$ cat src/gic_pkg.sv
// Shared constants, types and state codes of the game input conditioner.
`timescale 1ns / 1ps
package gic_pkg;

	localparam int          TOUCH_BIT_DEF = 20;
	localparam logic [7:0]  FS_RESET      = 8'd150;
	localparam int          SQRT_STEPS    = 17;
	localparam int          DIV_STEPS     = 15;
	localparam int          CNT_W         = 5;

	typedef enum logic [2:0] {
		ST_IDLE,
		ST_SQRT,
		ST_CALC1,
		ST_CALC2,
		ST_DIV,
		ST_DONE
	} state_t;

	typedef struct packed {
		logic load;
		logic sqrt_step;
		logic calc1;
		logic calc2;
		logic div_step;
	} lane_ctl_t;

	typedef struct packed {
		logic [31:0]        pressed;
		logic [31:0]        released;
		logic [8:0]         pos_x;
		logic [7:0]         pos_y;
		logic signed [9:0]  delta_x;
		logic signed [8:0]  delta_y;
		logic signed [9:0]  drag_x;
		logic signed [8:0]  drag_y;
	} touch_res_t;

endpackage

$ cat src/gic_stick_lane.sv
// One stick lane: squared length, bit-serial square root and radial scaling divide.
`timescale 1ns / 1ps
module gic_stick_lane (
	input  logic                clk,
	input  logic                arst_n,
	input  gic_pkg::lane_ctl_t  ctl,
	input  logic [7:0]          fs,
	input  logic signed [8:0]   raw_x,
	input  logic signed [8:0]   raw_y,
	output logic signed [15:0]  out_x,
	output logic signed [15:0]  out_y
);

	logic [8:0]  mx_q, my_q;
	logic        nx_q, ny_q, zero_q;
	logic [33:0] nsh_q;
	logic [18:0] rem_q;
	logic [16:0] root_q;
	logic        full_q, mid_q;
	logic [20:0] diff_q;
	logic [24:0] fslq_q;
	logic [43:0] remx_q, remy_q;
	logic [41:0] dsh_q;
	logic [14:0] qx_q, qy_q;

	logic [8:0]  ax, ay;
	logic [17:0] s_in;
	logic [20:0] remn, trial;
	logic [15:0] fs256;
	logic [20:0] lq11;
	logic [27:0] den;
	logic [43:0] numx, numy;
	logic [15:0] ux, uy;

	assign ax    = raw_x[8] ? 9'(-raw_x) : 9'(raw_x);
	assign ay    = raw_y[8] ? 9'(-raw_y) : 9'(raw_y);
	assign s_in  = 18'(ax * ax) + 18'(ay * ay);
	assign remn  = {rem_q, nsh_q[33:32]};
	assign trial = {2'b00, root_q, 2'b01};
	assign fs256 = {fs, 8'd0};
	assign lq11  = ({4'd0, root_q} << 3) + ({4'd0, root_q} << 1) + {4'd0, root_q};
	assign den   = full_q ? {11'd0, root_q}
	                      : ({3'd0, fslq_q} << 3) + ({3'd0, fslq_q} << 1);

	always_comb begin
		if (full_q) begin
			numx = {13'd0, mx_q, 22'd0};
			numy = {13'd0, my_q, 22'd0};
		end else if (mid_q) begin
			numx = {44'(mx_q * diff_q)} << 14;
			numy = {44'(my_q * diff_q)} << 14;
		end else begin
			numx = '0;
			numy = '0;
		end
	end

	always_ff @(posedge clk or negedge arst_n) begin
		if (!arst_n) begin
			zero_q <= 1'b1;
			full_q <= 1'b0;
			mid_q  <= 1'b0;
		end else begin
			if (ctl.load) begin
				zero_q <= (s_in == '0);
			end
			if (ctl.calc1) begin
				full_q <= ({15'd0, root_q} >= {16'd0, fs256});
				mid_q  <= (lq11 > {5'd0, fs256});
			end
		end
	end

	always_ff @(posedge clk) begin
		if (ctl.load) begin
			mx_q   <= ax;
			my_q   <= ay;
			nx_q   <= raw_x[8];
			// Y is flipped, so a positive raw Y gives a negative output.
			ny_q   <= ~raw_y[8] && (raw_y != '0);
			nsh_q  <= {s_in, 16'd0};
			rem_q  <= '0;
			root_q <= '0;
		end
		if (ctl.sqrt_step) begin
			nsh_q <= {nsh_q[31:0], 2'b00};
			if (remn >= trial) begin
				rem_q  <= 19'(remn - trial);
				root_q <= {root_q[15:0], 1'b1};
			end else begin
				rem_q  <= remn[18:0];
				root_q <= {root_q[15:0], 1'b0};
			end
		end
		if (ctl.calc1) begin
			diff_q <= lq11 - {5'd0, fs256};
			fslq_q <= 25'(fs * root_q);
		end
		if (ctl.calc2) begin
			remx_q <= numx;
			remy_q <= numy;
			dsh_q  <= {den, 14'd0};
			qx_q   <= '0;
			qy_q   <= '0;
		end
		if (ctl.div_step) begin
			dsh_q <= dsh_q >> 1;
			if (remx_q >= {2'b00, dsh_q}) begin
				remx_q <= remx_q - {2'b00, dsh_q};
				qx_q   <= {qx_q[13:0], 1'b1};
			end else begin
				qx_q   <= {qx_q[13:0], 1'b0};
			end
			if (remy_q >= {2'b00, dsh_q}) begin
				remy_q <= remy_q - {2'b00, dsh_q};
				qy_q   <= {qy_q[13:0], 1'b1};
			end else begin
				qy_q   <= {qy_q[13:0], 1'b0};
			end
		end
	end

	assign ux    = {1'b0, qx_q};
	assign uy    = {1'b0, qy_q};
	assign out_x = zero_q ? '0 : (nx_q ? -$signed(ux) : $signed(ux));
	assign out_y = zero_q ? '0 : (ny_q ? -$signed(uy) : $signed(uy));

endmodule

$ cat src/gic_touch.sv
// Button edge detection and touch point tracking for one frame.
`timescale 1ns / 1ps
module gic_touch #(
	parameter int TOUCH_BIT = gic_pkg::TOUCH_BIT_DEF
) (
	input  logic                clk,
	input  logic                arst_n,
	input  logic                load,
	input  logic [31:0]         held,
	input  logic [8:0]          tin_x,
	input  logic [7:0]          tin_y,
	output gic_pkg::touch_res_t res
);

	logic [31:0] prev_q;
	logic [8:0]  cur_x_q, org_x_q;
	logic [7:0]  cur_y_q, org_y_q;
	gic_pkg::touch_res_t res_q;

	logic [31:0] pressed;
	logic [8:0]  nx, lx, ox;
	logic [7:0]  ny, ly, oy;

	always_comb begin
		pressed = held & ~prev_q;
		nx = held[TOUCH_BIT] ? tin_x : cur_x_q;
		ny = held[TOUCH_BIT] ? tin_y : cur_y_q;
		lx = cur_x_q;
		ly = cur_y_q;
		ox = org_x_q;
		oy = org_y_q;
		// A new press restarts the drag and suppresses the delta.
		if (pressed[TOUCH_BIT]) begin
			ox = nx;
			oy = ny;
			lx = nx;
			ly = ny;
		end
	end

	always_ff @(posedge clk or negedge arst_n) begin
		if (!arst_n) begin
			prev_q  <= '0;
			cur_x_q <= '0;
			cur_y_q <= '0;
			org_x_q <= '0;
			org_y_q <= '0;
		end else if (load) begin
			prev_q  <= held;
			cur_x_q <= nx;
			cur_y_q <= ny;
			org_x_q <= ox;
			org_y_q <= oy;
		end
	end

	always_ff @(posedge clk) begin
		if (load) begin
			res_q.pressed  <= pressed;
			res_q.released <= prev_q & ~held;
			res_q.pos_x    <= nx;
			res_q.pos_y    <= ny;
			res_q.delta_x  <= $signed({1'b0, nx} - {1'b0, lx});
			res_q.delta_y  <= $signed({1'b0, ny} - {1'b0, ly});
			res_q.drag_x   <= $signed({1'b0, nx} - {1'b0, ox});
			res_q.drag_y   <= $signed({1'b0, ny} - {1'b0, oy});
		end
	end

	assign res = res_q;

endmodule

$ cat src/game_input_conditioner_unit.sv
// Top level of the game input conditioner: sequencer, two stick lanes and result register.
// An accepted beat passes through a load, 17 square root steps, the set-up states CALC1 and
// CALC2, 15 steps of the bit-serial divide and a merge into the result register.
// A new beat is taken only once the last one is merged, and it is taken while that result waits.
// Reset (arst_n low) clears button and touch history and sets full scale to 150.
`timescale 1ns / 1ps
module game_input_conditioner_unit #(
	parameter int TOUCH_BIT = gic_pkg::TOUCH_BIT_DEF
) (
	input  logic               clk,
	input  logic               arst_n,
	input  logic               cfg_valid,
	output logic               cfg_ready,
	input  logic [7:0]         cfg_data,
	input  logic               in_valid,
	output logic               in_stall,
	input  logic [31:0]        buttons_held,
	input  logic signed [8:0]  left_x,
	input  logic signed [8:0]  left_y,
	input  logic signed [8:0]  right_x,
	input  logic signed [8:0]  right_y,
	input  logic [8:0]         touch_in_x,
	input  logic [7:0]         touch_in_y,
	output logic               out_valid,
	input  logic               out_stall,
	output logic [31:0]        pressed_mask,
	output logic [31:0]        released_mask,
	output logic signed [15:0] left_out_x,
	output logic signed [15:0] left_out_y,
	output logic signed [15:0] right_out_x,
	output logic signed [15:0] right_out_y,
	output logic [8:0]         touch_pos_x,
	output logic [7:0]         touch_pos_y,
	output logic signed [9:0]  touch_delta_x,
	output logic signed [8:0]  touch_delta_y,
	output logic signed [9:0]  drag_x,
	output logic signed [8:0]  drag_y
);

	gic_pkg::state_t     state_q, state_d;
	logic [gic_pkg::CNT_W-1:0] cnt_q, cnt_d;
	logic [7:0]          fs_q;
	logic                out_valid_q;
	gic_pkg::lane_ctl_t  ctl;
	gic_pkg::touch_res_t tres;
	logic                accept, merge;
	logic signed [15:0]  lx, ly, rx, ry;

	assign cfg_ready = 1'b1;
	assign accept    = in_valid && !in_stall;

	always_ff @(posedge clk or negedge arst_n) begin
		if (!arst_n) begin
			fs_q <= gic_pkg::FS_RESET;
		end else if (cfg_valid) begin
			fs_q <= cfg_data;
		end
	end

	always_ff @(posedge clk or negedge arst_n) begin
		if (!arst_n) begin
			state_q <= gic_pkg::ST_IDLE;
			cnt_q   <= '0;
		end else begin
			state_q <= state_d;
			cnt_q   <= cnt_d;
		end
	end

	always_comb begin
		state_d  = state_q;
		cnt_d    = cnt_q;
		ctl      = '0;
		in_stall = 1'b1;
		merge    = 1'b0;
		unique case (state_q)
			gic_pkg::ST_IDLE: begin
				in_stall = 1'b0;
				if (in_valid) begin
					ctl.load = 1'b1;
					cnt_d    = gic_pkg::CNT_W'(gic_pkg::SQRT_STEPS - 1);
					state_d  = gic_pkg::ST_SQRT;
				end
			end
			gic_pkg::ST_SQRT: begin
				ctl.sqrt_step = 1'b1;
				cnt_d = cnt_q - 1'b1;
				if (cnt_q == '0) begin
					state_d = gic_pkg::ST_CALC1;
				end
			end
			gic_pkg::ST_CALC1: begin
				ctl.calc1 = 1'b1;
				state_d   = gic_pkg::ST_CALC2;
			end
			gic_pkg::ST_CALC2: begin
				ctl.calc2 = 1'b1;
				cnt_d     = gic_pkg::CNT_W'(gic_pkg::DIV_STEPS - 1);
				state_d   = gic_pkg::ST_DIV;
			end
			gic_pkg::ST_DIV: begin
				ctl.div_step = 1'b1;
				cnt_d = cnt_q - 1'b1;
				if (cnt_q == '0) begin
					state_d = gic_pkg::ST_DONE;
				end
			end
			gic_pkg::ST_DONE: begin
				// The result register frees up in the same cycle its beat is taken.
				if (!out_valid_q || !out_stall) begin
					merge   = 1'b1;
					state_d = gic_pkg::ST_IDLE;
				end
			end
			default: begin
				state_d = gic_pkg::ST_IDLE;
			end
		endcase
	end

	gic_stick_lane u_left (
		.clk    (clk),
		.arst_n (arst_n),
		.ctl    (ctl),
		.fs     (fs_q),
		.raw_x  (left_x),
		.raw_y  (left_y),
		.out_x  (lx),
		.out_y  (ly)
	);

	gic_stick_lane u_right (
		.clk    (clk),
		.arst_n (arst_n),
		.ctl    (ctl),
		.fs     (fs_q),
		.raw_x  (right_x),
		.raw_y  (right_y),
		.out_x  (rx),
		.out_y  (ry)
	);

	gic_touch #(
		.TOUCH_BIT (TOUCH_BIT)
	) u_touch (
		.clk    (clk),
		.arst_n (arst_n),
		.load   (accept),
		.held   (buttons_held),
		.tin_x  (touch_in_x),
		.tin_y  (touch_in_y),
		.res    (tres)
	);

	always_ff @(posedge clk or negedge arst_n) begin
		if (!arst_n) begin
			out_valid_q <= 1'b0;
		end else if (merge) begin
			out_valid_q <= 1'b1;
		end else if (!out_stall) begin
			out_valid_q <= 1'b0;
		end
	end

	always_ff @(posedge clk) begin
		if (merge) begin
			pressed_mask  <= tres.pressed;
			released_mask <= tres.released;
			left_out_x    <= lx;
			left_out_y    <= ly;
			right_out_x   <= rx;
			right_out_y   <= ry;
			touch_pos_x   <= tres.pos_x;
			touch_pos_y   <= tres.pos_y;
			touch_delta_x <= tres.delta_x;
			touch_delta_y <= tres.delta_y;
			drag_x        <= tres.drag_x;
			drag_y        <= tres.drag_y;
		end
	end

	assign out_valid = out_valid_q;

endmodule

$ cat config.mk
export PLATFORM = sky130hd
export DESIGN_NAME = game_input_conditioner_unit
export DESIGN_NICKNAME = d
export VERILOG_FILES = /design/src/gic_pkg.sv /design/src/gic_stick_lane.sv /design/src/gic_touch.sv /design/src/game_input_conditioner_unit.sv
export SDC_FILE = /design/constraint.sdc
export NUM_CORES = 2
export LEC_CHECK = 0
export BUFFER_PORTS_ARGS = -buffer_cell sky130_fd_sc_hd__buf_2
export CELL_PAD_IN_SITES_DETAIL_PLACEMENT = 1
export CELL_PAD_IN_SITES_GLOBAL_PLACEMENT = 1
export CORE_MARGIN = 5
export CORE_UTILIZATION = 27
export CTS_CLUSTER_DIAMETER = 200
export DETAILED_ROUTE_END_ITERATION = 7
export PLACE_DENSITY = 0.57
export SLEW_MARGIN = 30
export SYNTH_ARGS = -nofsm -noshare
export SYNTH_HDL_FRONTEND = slang
export SYNTH_SLANG_ARGS = --single-unit
$ cat constraint.sdc
create_clock -name clk -period 13.5 [get_ports clk]
set_input_delay 1.35 -clock clk [delete_from_list [all_inputs] [get_ports clk]]
set_output_delay 1.35 -clock clk [all_outputs]
set_load 0.02 [all_outputs]
# Word-level counts from Yosys, hierarchy flattened
# Cells that the tools add are included.
# classes
mux	81
bitwise_logic	10
n_reduce_logical	22
mul	10
order_cmp	10
add_sub_neg	29
eq_ne	10
# op_table
operator	count
44-bit two-way mux	20
44-bit by 42-bit greater-or-equal comparator with 1-bit output	4
44-bit by 42-bit subtractor with 44-bit output	4
41-bit two-way mux	4
34-bit two-way mux	4
15-bit two-way mux	9
9-bit by 21-bit multiplier with 30-bit output	4
19-bit two-way mux	5
9-bit by 9-bit multiplier with 18-bit output	4
32-bit AND	2
15-bit negator with 16-bit output	4
32-bit inverter	2
9-bit two-way mux	7
28-bit by 26-bit adder with 28-bit output	2
28-bit two-way mux	2
17-bit two-way mux	3
8-bit by 17-bit multiplier with 25-bit output	2
20-bit by 18-bit adder with 21-bit output	2
21-bit by 17-bit adder with 21-bit output	2
21-bit by 19-bit greater-or-equal comparator with 1-bit output	2
21-bit by 16-bit > comparator with 1-bit output	2
21-bit by 16-bit subtractor with 21-bit output	2
19-bit subtractor	2
18-bit adder	2
other kinds (29)	76
# word_totals
ff_bits	951
inputBits	98

# Logic depth before layout (Yosys ltp)
# depth
ltp_word	6
mapped_depth	29
ltp_nobuf	29

# Hierarchy
# Synthesis repeated with hierarchy kept, for this count alone.
# unflattened
hier_cells	9738
area_unflattened_um2	93250.7
# modules_own_cells
module	instances	area_each_um2	seq_area_each_um2	cells_each
gic_stick_lane at u_right	1	39779.4	7593.5	4512
gic_stick_lane at u_left	1	38757.2	7593.5	4330
gic_touch	1	8231.6	5225.0	609
game_input_conditioner_unit	1	6482.5	5925.7	287

# Worst setup path before layout
# No wires, ideal clock.
# synth_path
path_kind	in2reg
from	in out_stall
to	reg drag_x[0], enable pin
t_arrival_ns	10.155
slack_ns	2.558
required_ns	12.713
cell_stages	1
setup_time_ns	0.787
cell_sequence	a21oi_1
# synth_via
elab_chain_cells	4
# synth_lines
item	line_no	rtl
from (decl)	game_input_conditioner_unit.sv:25	input logic out_stall,
1-bit logical NOT	-	
1-bit logical OR	game_input_conditioner_unit.sv:110	if (!out_valid_q || !out_stall) begin
1-bit two-way mux	game_input_conditioner_unit.sv:110	
1-bit two-way mux	game_input_conditioner_unit.sv:76	unique case (state_q)
to (signal assigned)	game_input_conditioner_unit.sv:177	drag_x <= tres.drag_x;
to (decl)	game_input_conditioner_unit.sv:36	output logic signed [9:0] drag_x,
# Every way passes these cells.
# A chain may end at the register's enable or synchronous reset.

# Worst setup path in the final report
# layout_path
from	in left_y[0]
to	reg u_left.nsh_q[33], data pin
# layout_via
elab_chain_cells	6
# layout_lines
item	line_no	rtl
from (decl)	game_input_conditioner_unit.sv:19	input logic signed [8:0] left_y,
9-bit negator	gic_stick_lane.sv:36	assign ay = raw_y[8] ? 9'(-raw_y) : 9'(raw_y);
9-bit two-way mux	gic_stick_lane.sv:36	
via u_left.ay[4]	gic_stick_lane.sv:26	logic [8:0] ax, ay;
9-bit by 9-bit multiplier with 18-bit output	gic_stick_lane.sv:37	assign s_in = 18'(ax * ax) + 18'(ay * ay);
18-bit adder	gic_stick_lane.sv:37	
34-bit two-way mux	gic_stick_lane.sv:75	if (ctl.load) begin
34-bit two-way mux	gic_stick_lane.sv:85	if (ctl.sqrt_step) begin
to (signal assigned)	gic_stick_lane.sv:81	nsh_q <= {s_in, 16'd0};
to (signal assigned)	gic_stick_lane.sv:86	nsh_q <= {nsh_q[31:0], 2'b00};
to (decl)	gic_stick_lane.sv:16	logic [33:0] nsh_q;
# The timed path passes the listed nets, and every way through them passes these cells. The select of a mux whose other input is x is not followed.

==> results.md <==
- Outcome: completed
- Total Routing Usage GR: 16.31%
- Worst-margin pin slew: 1063 ps
- Flip-flop and latch area: 0.02634 sq mm
- TritonCTS buffer count: 116
- Initial Util: 27.14%
- Hold Path Origin: u_touch.res[11]
- Die Y: 597.4 microns
- Yosys top cell by area: edfxtp_1
- Synth Register Bits: 951
- Clk slew on worst S/H paths: 60 ps
- Final count of pins violating max slew: 0
- Clock sink count: 951
- H-Tree Depth: 3
- Synth Flop Type: edfxtp_1
- Layout cells sized above 1: 6.522%
- Rel. slew slack: 28.12%
- Filler cells: 39760
- CP max FO: 8
- CP endpoint kind: register
- WL final: 293.9 mm
- Die ar.: 0.3569 sq mm
- Routed WL per cell: 19.97 microns
- Place WS: 4381 ps
- CP startpoint: left_y[0]
- Worst path slowest cell: fa_1
- Final cycle utilization of the critical path: 61.27%
- DPL Wire Length: 228.4 mm
- Reg2reg start: fs_q[6]
- Yosys top cell area share: 22.05%
- Crit path required time: 13940 ps
- Global placer's final weighted congestion: 0.8548
- TNS Setup: 0 ps
- Width of the die: 597.4 microns
- Area occupied by multi-input gates: 0.06064 sq mm
- Clock Tree Buf Depth: 3
- Residual DRC count: 0
- Fmax: 120.9 MHz
- Nets: 11890
- Register area share after synthesis: 28.27%
- Port buffer count: 282
- Total of max-cap violations: 0
- Largest cells by area after synthesis: edfxtp_1 (22%), fa_1 (20%), ha_1 (11%)
- Crit path launch type: primary input
- R2R Setup Slk: 6670 ps
- DRT Pass-1 Iters: 5
- Post-Syn Area per Cell: 9.392 sq um
- Skew-Pair Late Insertion Delay: 770 ps
- Vias/cell: 4.839
- Fin. Hold Viols: 0
- Number of global-route vias before repair: 78730
- Tightest Hold Check Type: register to register
- Worst Skew: 48.51 ps
- Boundary Pins: 284
- Ys async rst share: 9.359%
- Area delta synth->final: 11.27%
- Yosys warning count: 0
- Critical path class: primary input to register
- Rows: 215
- Synthesized area: 0.09315 sq mm
- CTS resizes: 0
- Min cycle time layout: 8271 ps
- Post-CTS Setup Inserts: 0
- Antenna violations before repair: 21
- Setup WS post-layout: 5229 ps
- First-pass GRT wire length: 463.5 mm
- CTS Hold Bufs: 0
- Core area: 0.3433 sq mm
- Via Count: 71230
- Final setup viols: 0
- Root Driver: clkbuf_16
- DRT iter0 DRCs: 3571
- Slowest stage delay, CP: 610 ps
- Synth cell types: 99
- TritonCTS clock tree: yes
- Mapped Cells: 9919
- ANT nets after route: 0
- Unrepaired setup endpoints after global routing: no
- Post-synth EDFFs: 684
- Largest net degree at the start of global routing: 138
- Gr ovfl total: 0
- Worst endpoint data arrival time: 8710 ps
-- metrics by stage --
step | hold slack, ps | instance area (sq um) | utilization [%] | std cells
final | 414.8 | 103700 | 30.20 | 14720
after global placement | 400.7 | 99580 | 29.01 | 14480
after CTS | 416.6 | 103600 | 30.17 | 14700
after global routing | 421.0 | 103600 | 30.19 | 14710
after floorplan | 400.3 | 93230 | - | 9938
after detailed placement | 405.2 | 99630 | 29.03 | 14480
-- synth_stat cells, types with 46 or more instances --
master       n
o211ai_1    46
clkbuf_1   342
a31oi_1     64
ha_1       790
nor3_1     122
nand4_1     52
and3_1      56
xnor2_1    311
edfxtp_1   684
a21o_1     245
a21oi_1    539
nand3_1    172
a211oi_1    80
nor2b_1    143
nand2_1   1260
nor2_1     705
xor2_1     216
o21a_1      63
fa_1       952
o21ai_0    413
and2_1     356
dfrtp_1     83
nand2b_1    95
mux2i_1     63
inv_1     1267
dfxtp_1    178
-- metal layers --
metal	global-route usage, %	wire (microns)	vias up	share of wire (%)
met1	21.26	131300	36640	45
met4	3.957	7576	2	2.6
li1	-	-	33380	-
met5	0	7	-	0.0024
met3	1.366	8379	334	2.9
met2	29.13	146600	874	50
-- state kept, by name, indices dropped and copies added (netlist names), 42 cells and up --
name	count
u_touch.res	119
u_left.remx_q	44
u_left.remy_q	44
u_right.remx_q	44
u_right.remy_q	44
u_left.dsh_q	42
u_right.dsh_q	42
-- cells in the final DEF, fill, tap and decap left out, types with 116 or more instances in the layout --
cell       synthesis  layout
dfxtp_1          178     178
fa_1             952     952
ha_1             790     790
a21o_1           245     243
clkbuf_16          0     116
nand3_1          172     170
nor2b_1          143     142
xor2_1           216     216
nand2_1         1260    1257
nor3_1           122     121
edfxtp_1         684     684
inv_1           1267    1267
nor2_1           705     703
o21ai_0          413     413
and2_1           356     355
buf_2             11     281
xnor2_1          311     311
a21oi_1          539     538
-- cell families (layout without fill, tap and decap cells) --
family	count (synthesis)	count (layout)	synth area share, %
buffers and inverters	1668	1881	6.804
and+or+nand+nor	3117	3117	15.43
muxes	82	82	0.9066
DFF	951	951	28.27
xor gates and xnor gates	527	527	4.955
other	2	31	0.008062
AOI/OAI and AO/OA	1830	1830	12.55
adders and majority gates	1742	1742	31.07
-- layout make-up --
| class | instances | share of cell area [%] |
|---|---|---|
| Sequential cell | 951 | 25.41 |
| Inverter | 1285 | 4.663 |
| Clock inverter | 79 | 0.8341 |
| Multi-Input combinational cell | 7319 | 58.50 |
| Antenna cell | 10 | 0.02414 |
| Tap cell | 4557 | 5.501 |
| Timing Repair Buffer | 375 | 2.102 |
| Clock buffer | 142 | 2.962 |
-- worst max-delay path, delay by kind of cell --
kind / cells / cell delay, ps
buf+inv: 6 / 940
simple gates: 2 / 240
fa+ha+maj: 8 / 3410
xor+xnor: 2 / 740
compound gates: 10 / 2020
-- path summary, 6_finish.rpt --
check	cells past startpoint	endpoint
min reg2reg	0	drag_x[2]
max reg2reg	18	u_left.fslq_q[23]
max	28	u_left.nsh_q[33]
min in group asynchronous	1	u_touch.cur_y_q[0]
min	0	drag_x[2]
max in group asynchronous	2	fs_q[0]
Power is not shown: default switching activity piles up to over one toggle a cycle in this logic, so the estimate is an artifact.
